### config.mk
export PLATFORM = sky130hd
export DESIGN_NAME = two_digit_seven_segment_shift_driver_unit
export DESIGN_NICKNAME = d
export VERILOG_FILES = /design/src/rtl/core/segdrv_pkg.sv /design/src/rtl/core/two_digit_seven_segment_shift_driver_unit.sv /design/src/rtl/core/segdrv_seq.sv /design/src/rtl/core/segdrv_dp.sv
export VERILOG_INCLUDE_DIRS = /design/src /design/src/rtl/core
export SDC_FILE = /design/constraint.sdc
export NUM_CORES = 1
export LEC_CHECK = 0
export ABC_AREA = 1
export BUFFER_PORTS_ARGS = -buffer_cell sky130_fd_sc_hd__clkbuf_2
export CORE_MARGIN = 3
export CORE_UTILIZATION = 59
export DETAILED_ROUTE_END_ITERATION = 10
export PLACE_DENSITY = 0.79
export SYNTH_ARGS = -nofsm -noshare
export SYNTH_HDL_FRONTEND = slang
export SYNTH_SLANG_ARGS = --single-unit
### constraint.sdc
create_clock -name clk -period 4.4 [get_ports clk]
set_input_delay 0.88 -clock clk [delete_from_list [all_inputs] [get_ports clk]]
set_output_delay 0.88 -clock clk [all_outputs]
set_load 0.05 [all_outputs]
### src/rtl/core/two_digit_seven_segment_shift_driver_unit_macros.svh
// Assertion macros used by the driver's sequencer RTL (segdrv_seq).
`ifndef TWO_DIGIT_SEVEN_SEGMENT_SHIFT_DRIVER_UNIT_MACROS_SVH
`define TWO_DIGIT_SEVEN_SEGMENT_SHIFT_DRIVER_UNIT_MACROS_SVH

// Check a property on every rising edge outside reset.
`define SEGDRV_ASSERT(lbl, clk, rst, prop, msg) \
  lbl: assert property (@(posedge clk) disable iff (rst) prop) else $error(msg);

// Check that a condition never holds outside reset.
`define SEGDRV_NEVER(lbl, clk, rst, cond, msg) \
  lbl: assert property (@(posedge clk) disable iff (rst) !(cond)) else $error(msg);

`endif

### src/rtl/core/segdrv_pkg.sv
package segdrv_pkg;

  localparam int IMAGE_BITS = 16;
  localparam int IDX_W      = $clog2(IMAGE_BITS);
  localparam int NUM_W      = 15;
  localparam int QUO_W      = 9;
  localparam int REM_W      = 7;
  localparam int DIGIT_W    = 4;
  localparam int GLYPH_W    = 8;

  // Decimal radix constants and their reciprocal multipliers.
  localparam int DEC_HUNDRED = 100;
  localparam int DEC_TEN     = 10;
  localparam int DIV100_MUL  = 5243;
  localparam int DIV100_SH   = 19;
  localparam int DIV10_MUL   = 205;
  localparam int DIV10_SH    = 11;

  localparam int OP_CLEAR = 1;

  typedef logic [3:0] step_t;

  localparam step_t STEP_IDLE     = 4'd0;
  localparam step_t STEP_QUO      = 4'd1;
  localparam step_t STEP_REM      = 4'd2;
  localparam step_t STEP_TENS     = 4'd3;
  localparam step_t STEP_IMG      = 4'd4;
  localparam step_t STEP_LATCH_LO = 4'd5;
  localparam step_t STEP_SCLK_LO  = 4'd6;
  localparam step_t STEP_DATA     = 4'd7;
  localparam step_t STEP_SCLK_HI  = 4'd8;
  localparam step_t STEP_LATCH_HI = 4'd9;

  typedef enum logic [2:0] {
    PIN_NONE,
    PIN_LATCH_LO,
    PIN_SCLK_LO,
    PIN_DATA,
    PIN_SCLK_HI,
    PIN_LATCH_HI
  } pin_op_t;

  typedef enum logic [1:0] {
    JMP_NEXT,
    JMP_WAIT_IN,
    JMP_LOOP,
    JMP_GOTO
  } jmp_t;

  typedef struct packed {
    logic    accept;
    logic    load_q;
    logic    load_r;
    logic    load_t;
    logic    load_img;
    logic    set_bits;
    logic    emit;
    logic    last;
    pin_op_t pin_op;
    jmp_t    jmp;
    step_t   target;
  } uword_t;

  typedef struct packed {
    logic             take;
    logic             load_q;
    logic             load_r;
    logic             load_t;
    logic             load_img;
    logic             fire;
    logic             last;
    pin_op_t          pin_op;
    logic [IDX_W-1:0] bit_idx;
  } ctrl_t;

  typedef struct packed {
    logic out_free;
  } stat_t;

  // Segment pattern, bit i = segment i (a..g, dp).
  function automatic logic [GLYPH_W-1:0] glyph(input logic [DIGIT_W-1:0] d);
    logic [GLYPH_W-1:0] g;
    case (d)
      4'd0:    g = 8'h3F;
      4'd1:    g = 8'h06;
      4'd2:    g = 8'h5B;
      4'd3:    g = 8'h4F;
      4'd4:    g = 8'h66;
      4'd5:    g = 8'h6D;
      4'd6:    g = 8'h7D;
      4'd7:    g = 8'h07;
      4'd8:    g = 8'h7F;
      4'd9:    g = 8'h67;
      default: g = '0;
    endcase
    return g;
  endfunction

  // Microcode program.
  function automatic uword_t ucode(input step_t s);
    uword_t w;
    w = '{default: '0, pin_op: PIN_NONE, jmp: JMP_NEXT, target: STEP_IDLE};
    case (s)
      STEP_IDLE: begin
        w.accept = 1'b1;
        w.jmp    = JMP_WAIT_IN;
      end
      STEP_QUO:  w.load_q = 1'b1;
      STEP_REM:  w.load_r = 1'b1;
      STEP_TENS: w.load_t = 1'b1;
      STEP_IMG: begin
        w.load_img = 1'b1;
        w.set_bits = 1'b1;
      end
      STEP_LATCH_LO: begin
        w.emit   = 1'b1;
        w.pin_op = PIN_LATCH_LO;
      end
      STEP_SCLK_LO: begin
        w.emit   = 1'b1;
        w.pin_op = PIN_SCLK_LO;
      end
      STEP_DATA: begin
        w.emit   = 1'b1;
        w.pin_op = PIN_DATA;
      end
      STEP_SCLK_HI: begin
        w.emit   = 1'b1;
        w.pin_op = PIN_SCLK_HI;
        w.jmp    = JMP_LOOP;
        w.target = STEP_SCLK_LO;
      end
      STEP_LATCH_HI: begin
        w.emit   = 1'b1;
        w.last   = 1'b1;
        w.pin_op = PIN_LATCH_HI;
        w.jmp    = JMP_GOTO;
        w.target = STEP_IDLE;
      end
      default: begin
        w.jmp    = JMP_GOTO;
        w.target = STEP_IDLE;
      end
    endcase
    return w;
  endfunction

endpackage

### src/rtl/core/two_digit_seven_segment_shift_driver_unit.sv
// Two-digit seven-segment driver for an external serial-in, latched-out
// shift register.
// Input channel (in_valid / in_stall): one request per transaction. operation
// 0 draws the last two decimal digits of number; operation 1 clears the
// display. Output channel (out_valid / out_stall): one transaction per pin
// write, giving the serial_data, shift_clock and latch_clock levels after
// that write; last marks the final write (latch high).
// Each request yields 50 transactions: latch low, then for image bit 15
// down to 0 clock low, data, clock high, then latch high.
// Sequence: a request is taken only while the microcode sits at its idle
// step. Four steps follow (quotient, remainder, tens digit, image load),
// then one step per pin write.
// A stalled output holds its transaction; the sequencer holds its step
// until the slot frees. Reset returns the program to idle, drives all pins
// low and empties the output register.
module two_digit_seven_segment_shift_driver_unit (
  input  logic                         clk,
  input  logic                         rst,
  input  logic                         in_valid,
  output logic                         in_stall,
  input  logic                         operation,
  input  logic [segdrv_pkg::NUM_W-1:0] number,
  output logic                         out_valid,
  input  logic                         out_stall,
  output logic                         serial_data,
  output logic                         shift_clock,
  output logic                         latch_clock,
  output logic                         last
);
  import segdrv_pkg::*;

  ctrl_t ctrl;
  stat_t stat;

  // Microcode step counter, bit counter and jump logic
  segdrv_seq u_seq (
    .clk      (clk),
    .rst      (rst),
    .in_valid (in_valid),
    .in_stall (in_stall),
    .stat     (stat),
    .ctrl     (ctrl)
  );

  // Digit split, segment image, pin levels and output register
  segdrv_dp u_dp (
    .clk         (clk),
    .rst         (rst),
    .operation   (operation),
    .number      (number),
    .ctrl        (ctrl),
    .stat        (stat),
    .out_valid   (out_valid),
    .out_stall   (out_stall),
    .serial_data (serial_data),
    .shift_clock (shift_clock),
    .latch_clock (latch_clock),
    .last        (last)
  );

endmodule

### src/rtl/core/segdrv_seq.sv
`include "two_digit_seven_segment_shift_driver_unit_macros.svh"

module segdrv_seq (
  input  logic              clk,
  input  logic              rst,
  input  logic              in_valid,
  output logic              in_stall,
  input  segdrv_pkg::stat_t stat,
  output segdrv_pkg::ctrl_t ctrl
);
  import segdrv_pkg::*;

  step_t            pc, pc_next;
  logic [IDX_W-1:0] bits, bits_next;
  uword_t           uw;
  logic             advance;

  assign uw       = ucode(pc);
  assign in_stall = !uw.accept;
  assign advance  = !uw.emit || stat.out_free;

  always_comb begin
    ctrl.take     = uw.accept && in_valid;
    ctrl.load_q   = uw.load_q;
    ctrl.load_r   = uw.load_r;
    ctrl.load_t   = uw.load_t;
    ctrl.load_img = uw.load_img;
    ctrl.fire     = uw.emit && stat.out_free;
    ctrl.last     = uw.last;
    ctrl.pin_op   = uw.pin_op;
    ctrl.bit_idx  = bits;
  end

  always_comb begin
    pc_next   = pc;
    bits_next = bits;
    if (uw.set_bits) begin
      bits_next = IDX_W'(IMAGE_BITS - 1);
    end
    if (advance) begin
      case (uw.jmp)
        JMP_NEXT: pc_next = pc + step_t'(1);
        JMP_WAIT_IN: begin
          if (in_valid) begin
            pc_next = pc + step_t'(1);
          end
        end
        JMP_LOOP: begin
          if (bits != '0) begin
            bits_next = bits - IDX_W'(1);
            pc_next   = uw.target;
          end else begin
            pc_next = pc + step_t'(1);
          end
        end
        JMP_GOTO: pc_next = uw.target;
        default:  pc_next = STEP_IDLE;
      endcase
    end
  end

  always_ff @(posedge clk) begin
    if (rst) begin
      pc   <= STEP_IDLE;
      bits <= '0;
    end else begin
      pc   <= pc_next;
      bits <= bits_next;
    end
  end

  `SEGDRV_ASSERT(a_take_starts, clk, rst, (in_valid && !in_stall) |=> (pc == STEP_QUO), "accepted request did not start the program")
  `SEGDRV_ASSERT(a_emit_hold, clk, rst, (uw.emit && !stat.out_free) |=> $stable(pc) && $stable(bits), "sequencer moved while output was blocked")
  `SEGDRV_ASSERT(a_end_idle, clk, rst, (pc == STEP_LATCH_HI && stat.out_free) |=> (pc == STEP_IDLE), "program did not return to idle after latch high")

endmodule

### src/rtl/core/segdrv_dp.sv
module segdrv_dp (
  input  logic                            clk,
  input  logic                            rst,
  input  logic                            operation,
  input  logic [segdrv_pkg::NUM_W-1:0]    number,
  input  segdrv_pkg::ctrl_t               ctrl,
  output segdrv_pkg::stat_t               stat,
  output logic                            out_valid,
  input  logic                            out_stall,
  output logic                            serial_data,
  output logic                            shift_clock,
  output logic                            latch_clock,
  output logic                            last
);
  import segdrv_pkg::*;

  logic                  op_r;
  logic [NUM_W-1:0]      num_r;
  logic [QUO_W-1:0]      quo;
  logic [REM_W-1:0]      rem;
  logic [DIGIT_W-1:0]    tens;
  logic [IMAGE_BITS-1:0] image;
  logic [2:0]            pins, pins_next;
  logic                  last_r;

  logic [27:0]           quo_prod;
  logic [27:0]           quo_shift;
  logic [NUM_W-1:0]      rem_full;
  logic [14:0]           tens_prod;
  logic [14:0]           tens_shift;
  logic [REM_W-1:0]      ones_full;

  // num / 100 by reciprocal, exact over the 15-bit range
  assign quo_prod   = 28'(num_r) * 28'(DIV100_MUL);
  assign quo_shift  = quo_prod >> DIV100_SH;
  assign rem_full   = num_r - NUM_W'(NUM_W'(quo) * NUM_W'(DEC_HUNDRED));
  // rem / 10 by reciprocal, exact below 100
  assign tens_prod  = 15'(rem) * 15'(DIV10_MUL);
  assign tens_shift = tens_prod >> DIV10_SH;
  assign ones_full  = rem - REM_W'(REM_W'(tens) * REM_W'(DEC_TEN));

  assign stat.out_free = !out_valid || !out_stall;

  always_comb begin
    pins_next = pins;
    case (ctrl.pin_op)
      PIN_LATCH_LO: pins_next[2] = 1'b0;
      PIN_SCLK_LO:  pins_next[1] = 1'b0;
      PIN_DATA:     pins_next[0] = image[ctrl.bit_idx];
      PIN_SCLK_HI:  pins_next[1] = 1'b1;
      PIN_LATCH_HI: pins_next[2] = 1'b1;
      default:      pins_next = pins;
    endcase
  end

  always_ff @(posedge clk) begin
    if (ctrl.take) begin
      op_r  <= operation;
      num_r <= number;
    end
    if (ctrl.load_q) begin
      quo <= quo_shift[QUO_W-1:0];
    end
    if (ctrl.load_r) begin
      rem <= rem_full[REM_W-1:0];
    end
    if (ctrl.load_t) begin
      tens <= tens_shift[DIGIT_W-1:0];
    end
    if (ctrl.load_img) begin
      if (op_r == 1'(OP_CLEAR)) begin
        image <= '0;
      end else begin
        image <= {glyph(ones_full[DIGIT_W-1:0]), glyph(tens)};
      end
    end
  end

  always_ff @(posedge clk) begin
    if (rst) begin
      pins      <= '0;
      out_valid <= 1'b0;
      last_r    <= 1'b0;
    end else begin
      if (ctrl.fire) begin
        pins      <= pins_next;
        last_r    <= ctrl.last;
        out_valid <= 1'b1;
      end else if (!out_stall) begin
        out_valid <= 1'b0;
      end
    end
  end

  assign serial_data = pins[0];
  assign shift_clock = pins[1];
  assign latch_clock = pins[2];
  assign last        = last_r;

endmodule
Word level (Yosys, flattened, before mapping)
Memories as Yosys holds them, arrays and structs flattened. A register that Yosys moved wholly into a read port is not among the register bits.
Cells that the tools add are included.
W data, S select, Z words.
{"block": "classes", "addsub": 4, "multipliers": 4, "magnitude_cmp": 1, "n_eq_ne": 19, "n_mux": 23, "reduce_logical": 19}
{"cell": "$mul A15 B13 Y28 const B", "n": 1}
{"cell": "$mux W4", "n": 6}
{"cell": "$eq A4 B3 Y1 const B", "n": 4}
{"cell": "$pmux W4 S4", "n": 1}
{"cell": "$mul A7 B8 Y15 const B", "n": 1}
{"cell": "$pmux W3 S5", "n": 1}
{"cell": "$mul A9 B5 Y5 const B", "n": 1}
{"cell": "$mux W1", "n": 9}
{"cell": "$eq A4 B2 Y1 const B", "n": 2}
{"cell": "$eq A4 B4 Y1 const B", "n": 2}
{"cell": "$reduce_and A2 Y1", "n": 4}
{"cell": "$reduce_or A7 Y1", "n": 1}
{"cell": "$sub A7 B7 Y7", "n": 1}
{"cell": "$eq A3 B2 Y1 const B", "n": 2}
{"cell": "$eq A3 B3 Y1 const B", "n": 2}
{"cell": "$pmux W2 S3", "n": 1}
{"cell": "$lt A4 B5 Y1 const B", "n": 1}
{"cell": "$reduce_or A5 Y1", "n": 1}
{"cell": "$add A4 B1 Y4 const B", "n": 1}
{"cell": "$bmux W1 S4", "n": 1}
{"cell": "$eq A2 B2 Y1 const B", "n": 2}
{"cell": "$eq A4 B1 Y1 const B", "n": 1}
{"cell": "$logic_not A1 Y1", "n": 4}
{"cell": "$logic_not A4 Y1", "n": 1}
{"cell": "other kinds (15)", "n": 19}
{"block": "totals", "ff_bits": 65, "romBits": 224, "in_bits": 20, "out_inout_bits": 6, "word_cells": 85, "memories": 2}
{"memory": "(name not given)", "depth": 16, "width": 7, "rd": 1, "rd_clocked_by_memory_dff": 1, "write_ports": 0, "line_no": "segdrv_pkg.sv:83", "rtl": "case (d)"}
{"memory": "(name not given)", "depth": 16, "width": 7, "rd": 1, "rd_clocked_by_memory_dff": 1, "write_ports": 0, "line_no": "segdrv_pkg.sv:83"}

Longest topological paths before layout
Gate-level depths: netlist of the first run.
{"block": "depth", "word_depth": 6, "ltp_mapped": 20, "mapped_depth_nobuf": 20}

Hierarchy
Synthesis of the first run repeated with hierarchy kept, for this count alone.
{"block": "hier_totals", "cells_unflattened": 954, "hier_area_um2": 7931.4}
{"mod": "segdrv_dp", "instances": 1, "cells_per_inst": 843, "area_each_um2": 7243.2, "seq_area_each_um2": 1481.4}
{"mod": "segdrv_seq", "instances": 1, "cells_per_inst": 111, "area_each_um2": 688.2, "seq_area_each_um2": 160.2}

Worst setup path after synthesis of the first run
No wires, ideal clock.
{"block": "synth_timing", "kind": "reg-to-reg", "startpoint": "register u_dp.num_r[8]", "endpoint": "register u_dp.quo[1], data pin", "setup_time_ns": 0.252, "t_arrival_ns": 3.933, "slack_ns": 0.215, "stages_incl_launch_ff": 19, "path_buffers": 0, "synth_period_minus_slack_ns": 4.185, "path_cell_list": "edfxtp_1 -> ha_1 -> inv_1 -> fa_1 -> inv_1 -> fa_1 -> inv_1 -> fa_1 -> fa_1 -> inv_1 -> ha_1 -> nand2_1 -> nor2_1 -> nand2_1 -> nand3_1 -> a21boi_0 -> nand2_1 -> nand2_1 -> nand2_1"}
{"block": "synth_via", "elab_chain_len": 1}
{"element": "start: declaration", "line_no": "segdrv_dp.sv:18", "rtl": "logic [NUM_W-1:0] num_r;"}
{"element": "start signal: assignment", "line_no": "segdrv_dp.sv:59", "rtl": "num_r <= number;"}
{"element": "$mul A15 B13 Y28", "line_no": "segdrv_dp.sv:34", "rtl": "assign quo_prod = 28'(num_r) * 28'(DIV100_MUL);"}
{"element": "via u_dp.quo_prod[20]", "line_no": "segdrv_dp.sv:26", "rtl": "logic [27:0] quo_prod;"}
{"element": "end signal: assignment", "line_no": "segdrv_dp.sv:62", "rtl": "quo <= quo_shift[QUO_W-1:0];"}
{"element": "end: declaration", "line_no": "segdrv_dp.sv:19", "rtl": "logic [QUO_W-1:0] quo;"}
The timed path passes the listed nets, and every way through them passes these cells.
A chain may end at the register's enable or synchronous reset.

Worst setup path after layout of the first run
{"block": "layout_timing", "startpoint": "register u_dp.num_r[10]", "endpoint": "register u_dp.quo[3], data pin"}
Same word-level chain as after synthesis.

==> flow_metrics.tcl, run 1 <==
set metrics [dict create \
    synth.most_common_cell "inv_1" \
    fmax_ghz 0.222 \
    slowest_delay_ps 560 \
    cp_cell_sequence "ha_4 -> inv_1 -> fa_2 -> inv_1 -> fa_1 -> inv_1 -> fa_1 -> fa_1 -> inv_1 -> ha_4 -> nand2_1 -> nand2_2 -> a21oi_1 -> nand2_1 -> nand2_1 -> nand3_1 -> nand2_1 -> nand2_1" \
    num_rows 41 \
    cts_root_buf "clkbuf_16" \
    maxCapViolCount 0 \
    yosys.area_share.adder 0.426 \
    netlist_top_cells_count "269 x inv_1, 197 x nand2_1, 142 x ha_1, 78 x fa_1, 51 x nor2_1" \
    synth_top_family_by_area "adder cells" \
    syn_avg_cell_area_um2 8.22 \
    slew_headroom 0.549 \
    hold_violations 0 \
    min_period_ps 4510 \
    fp.dieH_um 121 \
    vias_per_cell 5.29 \
    grt_first_pass_wirelength_um 28200 \
    synth_xor_area_frac 0.0134 \
    grt_pass1_vias 6223 \
    async_reset_ff_frac 0 \
    cts_sinks 59 \
    rsz0062_at_grt "yes" \
    syn_nets 1194 \
    worstPathRequired_ps 4490 \
    synth-edff-count 46 \
    ys_seq_area_frac 0.209 \
    netlist-cell-type-count 34 \
    detail_route.iter0.violations 432 \
    ys_top_cells_by_area "ha_1 23%, fa_1 20%, edfxtp_1 18%" \
    synth.top_cell.area_share 0.227 \
    cts_hold_buf 0 \
    htreeDepth 3 \
    io_pins 26 \
    fin_util 0.703 \
    ys.flop_type "edfxtp_1" \
    critPathMaxFanout 6 \
    drtPass1Iterations 5 \
    clock_latency_ps 340 \
    clkTransAtPathRegs_ps 60 \
    clockBufferDepth 2 \
    initial_core_util 0.611 \
    endpoint_kind "flop" \
    grt_usage 0.243 \
    synth_top_area_cell "ha_1" \
    synth_mux_area_frac 0 \
    place.gp.congestion 0.888 \
    hp-class "flop to flop" \
    die_w_um 121 \
    synthSimpleGateAreaFrac 0.176 \
    outcome "finished, violations left" \
    slew_viol_final 0 \
    antenna_found_initial 0 \
    die-area_um2 14700 \
    path_class "flop to flop" \
    holdWs_ps 462 \
    portBuffers 25 \
    crit_top_cell "nand2_1" \
    violations "setup timing" \
    setup_ws_ps -110 \
    cts_buffers 9 \
    ys_ff_latch 59 \
    drt_wl_total_um 19100 \
    grt_max_degree 15 \
    clock-skew-final_ps 9.82 \
    drtAntennaViolNets 0 \
    syn-cell-area_um2 7840 \
    vias 6323 \
    worstSetupStartpointType "flop" \
    synthCells 954 \
    cts_tree "built" \
    ys_warn_count 0 \
    wl_per_cell_um 16.0 \
    n_antenna_cell 0 \
    worst_slew_pin_slew_ps 674 \
    setup_viol 3 \
    crit_arrival_ps 4600 \
    synth_compound_gate_area_share 0.0418 \
    n_fill_cell 918 \
    fin_crit_sh 1.02 \
    fin_nets 1258 \
    dp_hpwl_um 13400 \
    synthToLayoutAreaGrowth_pct 15.0 \
    cp_slowest_cell "edfxtp_1" \
    drive_gt1_frac 0.154 \
    core_um2 12800 \
    drc 0 \
    overflow 0 \
]
==> cell families after synthesis <==
kind of cell             after synthesis
AND/OR/NAND/NOR                      326
buffers and inverters                277
adder cells (fa/ha/maj)              220
AO/OA/AOI/OAI                         60
flip-flops                            59
XOR/XNOR                              12
==> worst max-delay path: cells and delay by family (launching register included) <==
kind | cells | cell delay (ps)
AOI/OAI and AO/OA | 1 | 180
adders and majority gates | 6 | 2690
buffers and inverters | 4 | 240
DFF | 1 | 560
and+or+nand+nor | 7 | 590
==> state kept, by name (all words and copies together), names as in the netlist <==
name	cells
u_dp.rem	7
u_seq.bits	4
u_dp.last	1
u_dp.quo	5
u_dp.num_r	15
u_dp.op_r	1
u_dp.tens	4
u_seq.pc	4
u_dp.pins	3
u_dp.out_valid	1
u_dp.image	14
==> metal layers <==
| layer | vias to the layer above | share of wire | global-route usage | wire, µm |
|---|---|---|---|---|
| li1 | 3036 | - | - | - |
| met1 | 2986 | 0.38 | 0.292 | 7330 |
| met2 | 229 | 0.52 | 0.435 | 9820 |
| met3 | 72 | 0.051 | 0.0410 | 980 |
| met4 | 0 | 0.049 | 0.0952 | 935 |
| met5 | - | 0 | 0 | 0 |
==> through the flow <==
step | cell area (µm²) | worst slack (ps) | instances | TNS (ps)
after floorplan | 7840 | 215 | 954 | 0
after global placement | 8250 | 57.6 | 1159 | 0
after detailed placement | 8250 | -19.7 | 1159 | -21.0
after CTS | 8590 | -2.02 | 1178 | -2.02
after global routing | 9010 | -312 | 1195 | -912
final | 9010 | -110 | 1195 | -162
==> layout by cell type (no fill, tap or decap), types with 5 or more instances in the layout <==
| cell | n |
|---|---|
| clkbuf_16 | 9 |
| clkbuf_2 | 25 |
| buf_6 | 6 |
| ha_4 | 14 |
| edfxtp_1 | 46 |
| xnor2_1 | 7 |
| ha_1 | 127 |
| a21oi_2 | 6 |
| nand2_2 | 16 |
| xor2_1 | 5 |
| nand3_1 | 41 |
| nand2_1 | 183 |
| inv_2 | 21 |
| dfxtp_1 | 13 |
| o21ai_0 | 14 |
| a21oi_1 | 28 |
| nor2_1 | 44 |
| fa_1 | 74 |
| inv_1 | 252 |
| nor2_2 | 9 |
| buf_4 | 26 |
| nand4_1 | 13 |
==> path summary, 6_finish.rpt <==
check	from	to	slack, ps	depth (start not counted)
worst min register to register	u_dp.pins[2]$_SDFFE_PP0P_	u_dp.pins[2]$_SDFFE_PP0P_	460	2
worst max-delay path	u_dp.num_r[10]$_DFFE_PP_	u_dp.quo[3]$_DFFE_PP_	-110	18
worst min-delay path	u_dp.pins[2]$_SDFFE_PP0P_	u_dp.pins[2]$_SDFFE_PP0P_	460	2
worst max register to register	u_dp.num_r[10]$_DFFE_PP_	u_dp.quo[3]$_DFFE_PP_	-110	18
==> layout make-up <==
| type | instances | area [µm²] | share of cell area |
|---|---|---|---|
| multi-input cells | 618 | 5440 | 0.604 |
| flip-flops and latches | 59 | 1640 | 0.182 |
| inverters | 273 | 1020 | 0.114 |
| repair buffers | 57 | 388 | 0.0430 |
| clock buffers | 9 | 225 | 0.0250 |
| well taps | 172 | 215 | 0.0239 |
| clock inverters | 7 | 76.3 | 0.00847 |
==> what timing repair did <==
action                                  CTS  global route
setup buffers                             3            17
pin swaps                                 1            43
gates resized for setup                   1            74
endpoints found under the setup margin    3             5
Power of run 1 is left out: the tool's default activity adds up to more than one toggle a clock period on the data nets, which glitch-free logic cannot reach.
==> run 2, diff against run 1 <==
--- a/config.mk
+++ b/config.mk
@@ -8,7 +8,6 @@
 export LEC_CHECK = 0
 export ABC_AREA = 1
 export BUFFER_PORTS_ARGS = -buffer_cell sky130_fd_sc_hd__clkbuf_2
-export CORE_MARGIN = 3
 export CORE_UTILIZATION = 59
 export DETAILED_ROUTE_END_ITERATION = 10
 export PLACE_DENSITY = 0.79
==> run 2 against run 1 <==
Effect of this change:
- the run still ends with setup timing left
- final cell count is 0.17% lower
- via count hardly changed
- worst hold slack worse by 1.7 ps
- register-to-register slack worse by 70 ps
- design area is 0.68% lower
- wire length is 0.25% higher
- largest cell class unchanged
==> flow_metrics.tcl, run 2 (synthesis results as in run 1) <==
set metrics [dict create \
    clock-skew-final_ps 9.51 \
    place.gp.congestion 0.895 \
    slew_viol_final 0 \
    setup_ws_ps -184 \
    grtUsageMet3 0.0505 \
    cts_root_buf "clkbuf_16" \
    violations "setup timing" \
    outcome "finished, violations left" \
    vias_per_cell 5.30 \
    min_from "u_dp.pins[2]$_SDFFE_PP0P_" \
    min_period_ps 4580 \
    fin_nets 1256 \
    fp.dieH_um 117 \
    n_antenna_cell 0 \
    core_um2 12800 \
    worstPathRequired_ps 4500 \
    drtAntennaViolNets 0 \
    ff2ff_path_depth 18 \
    rsz0062_at_grt "yes" \
    grt_pass1_vias 6024 \
    final_common_cell "inv_1" \
    final_cell_mix "257 x inv_1, 192 x nand2_1, 130 x ha_1, 77 x fa_1, 46 x edfxtp_1" \
    worst_slew_pin_slew_ps 655 \
    grt_usage 0.266 \
    hp-class "flop to flop" \
    setup_viol 5 \
    drtPass1Iterations 7 \
    top_regs "u_dp.num_r (15), u_dp.image (14), u_dp.rem (7)" \
    cts_buffers 9 \
    dp_hpwl_um 13400 \
    critPathMaxFanout 4 \
    worstSetupStartpointType "flop" \
    placedCellCount 1159 \
    largest_reg_flops 15 \
    finalInstanceArea_um2 8950 \
    clkTransAtPathRegs_ps 60 \
    use_met2 0.466 \
    vias 6328 \
    worstHoldEndpoint "u_dp.pins[2]$_SDFFE_PP0P_" \
    dp_slack_ps -80.1 \
    fin_crit_sh 1.04 \
    ff2ff_setup_slack_ps -180 \
    crit_start "u_dp.num_r[11]$_DFFE_PP_" \
    portBuffers 25 \
    drt_wl_total_um 19100 \
    clockBufferDepth 2 \
    drive_gt1_frac 0.128 \
    r2r_start "u_dp.num_r[11]$_DFFE_PP_" \
    io_pins 26 \
    cts_hold_buf 0 \
    hold_violations 0 \
    initial_core_util 0.614 \
    maxCapViolCount 0 \
    synthToLayoutAreaGrowth_pct 14.2 \
    path_class "flop to flop" \
    detail_route.iter0.violations 557 \
    n_fill_cell 917 \
    die_w_um 117 \
    num_rows 41 \
    grt_first_pass_wirelength_um 27700 \
    instances_no_fill 1193 \
    grt_max_degree 17 \
    overflow 0 \
    cts_tree "built" \
    antenna_found_initial 0 \
    endpoint_kind "flop" \
    wl_per_cell_um 16.0 \
    die-area_um2 13700 \
    met1_usage 0.314 \
    clock_latency_ps 340 \
    drc 0 \
    grt.busiest_layer "met2" \
    slew_headroom 0.561 \
    crit_arrival_ps 4680 \
    reg2reg_to "u_dp.quo[3]$_DFFE_PP_" \
    cts_sinks 59 \
    htreeDepth 3 \
    place_area_um2 8250 \
    fin_tns_setup_ps -534 \
    fmax_ghz 0.218 \
    whs_path_depth 2 \
    largest_register "u_dp.num_r" \
]
run 2: worst max-delay path by stage:
stage                     slack, ps                    end  cells after the start
after floorplan                 220  u_dp.quo[1]$_DFFE_PP_                     18
after global placement           10  u_dp.quo[0]$_DFFE_PP_                     18
after detailed placement        -80  u_dp.quo[1]$_DFFE_PP_                     18
after CTS                       0.7  u_dp.quo[1]$_DFFE_PP_                     20
after global routing           -250  u_dp.quo[3]$_DFFE_PP_                     18
final                          -180  u_dp.quo[3]$_DFFE_PP_                     18
run 2: repair_timing:
action | CTS | global route
buffers inserted | 5 | 13
resized for setup | 5 | 41
endpoints found under the setup margin | 4 | 5
endpoints found under the hold margin | 0 | 0
pin swaps | 0 | 32
gates cloned | 0 | 0
run 2: area by class of cell:
cell class                      instances  area (µm²)  area share
Inverter                              273        1020       0.114
Clock buffer                            9         225      0.0252
Sequential cell                        59        1640       0.183
Clock inverter                          7         124      0.0138
Timing Repair Buffer                   55         365      0.0408
Tap cell                              172         215      0.0240
Multi-Input combinational cell        618        5350       0.598
run 2: through the flow:
step           utilization  hold slack [ps]
2_1_floorplan            -              476
3_3_place_gp         0.646              451
3_5_place_dp         0.646              454
4_1_cts              0.677              461
5_1_grt              0.701              503
6_report             0.701              460
run 2: metal layers:
layer  share of wire  wire, µm  vias to the layer above
li1                -         -                     3045
met1            0.38      7300                     2963
met2            0.50      9600                      232
met3           0.057      1090                       88
met4           0.059      1130                        0
met5               0         0                        -
run 2: worst max-delay path: stages (launching register included):
cell	delay, ps
edfxtp_1	520
buf_6	190
fa_1	520
ha_4	300
inv_2	60
fa_1	580
inv_1	100
fa_1	530
inv_2	50
fa_1	490
inv_2	50
ha_4	290
nand2_1	70
nor2_2	120
nand2_1	90
nor2_1	130
nand3_1	110
nand4_1	90
nand2_1	50
Power of run 2 is left out for the same reason.
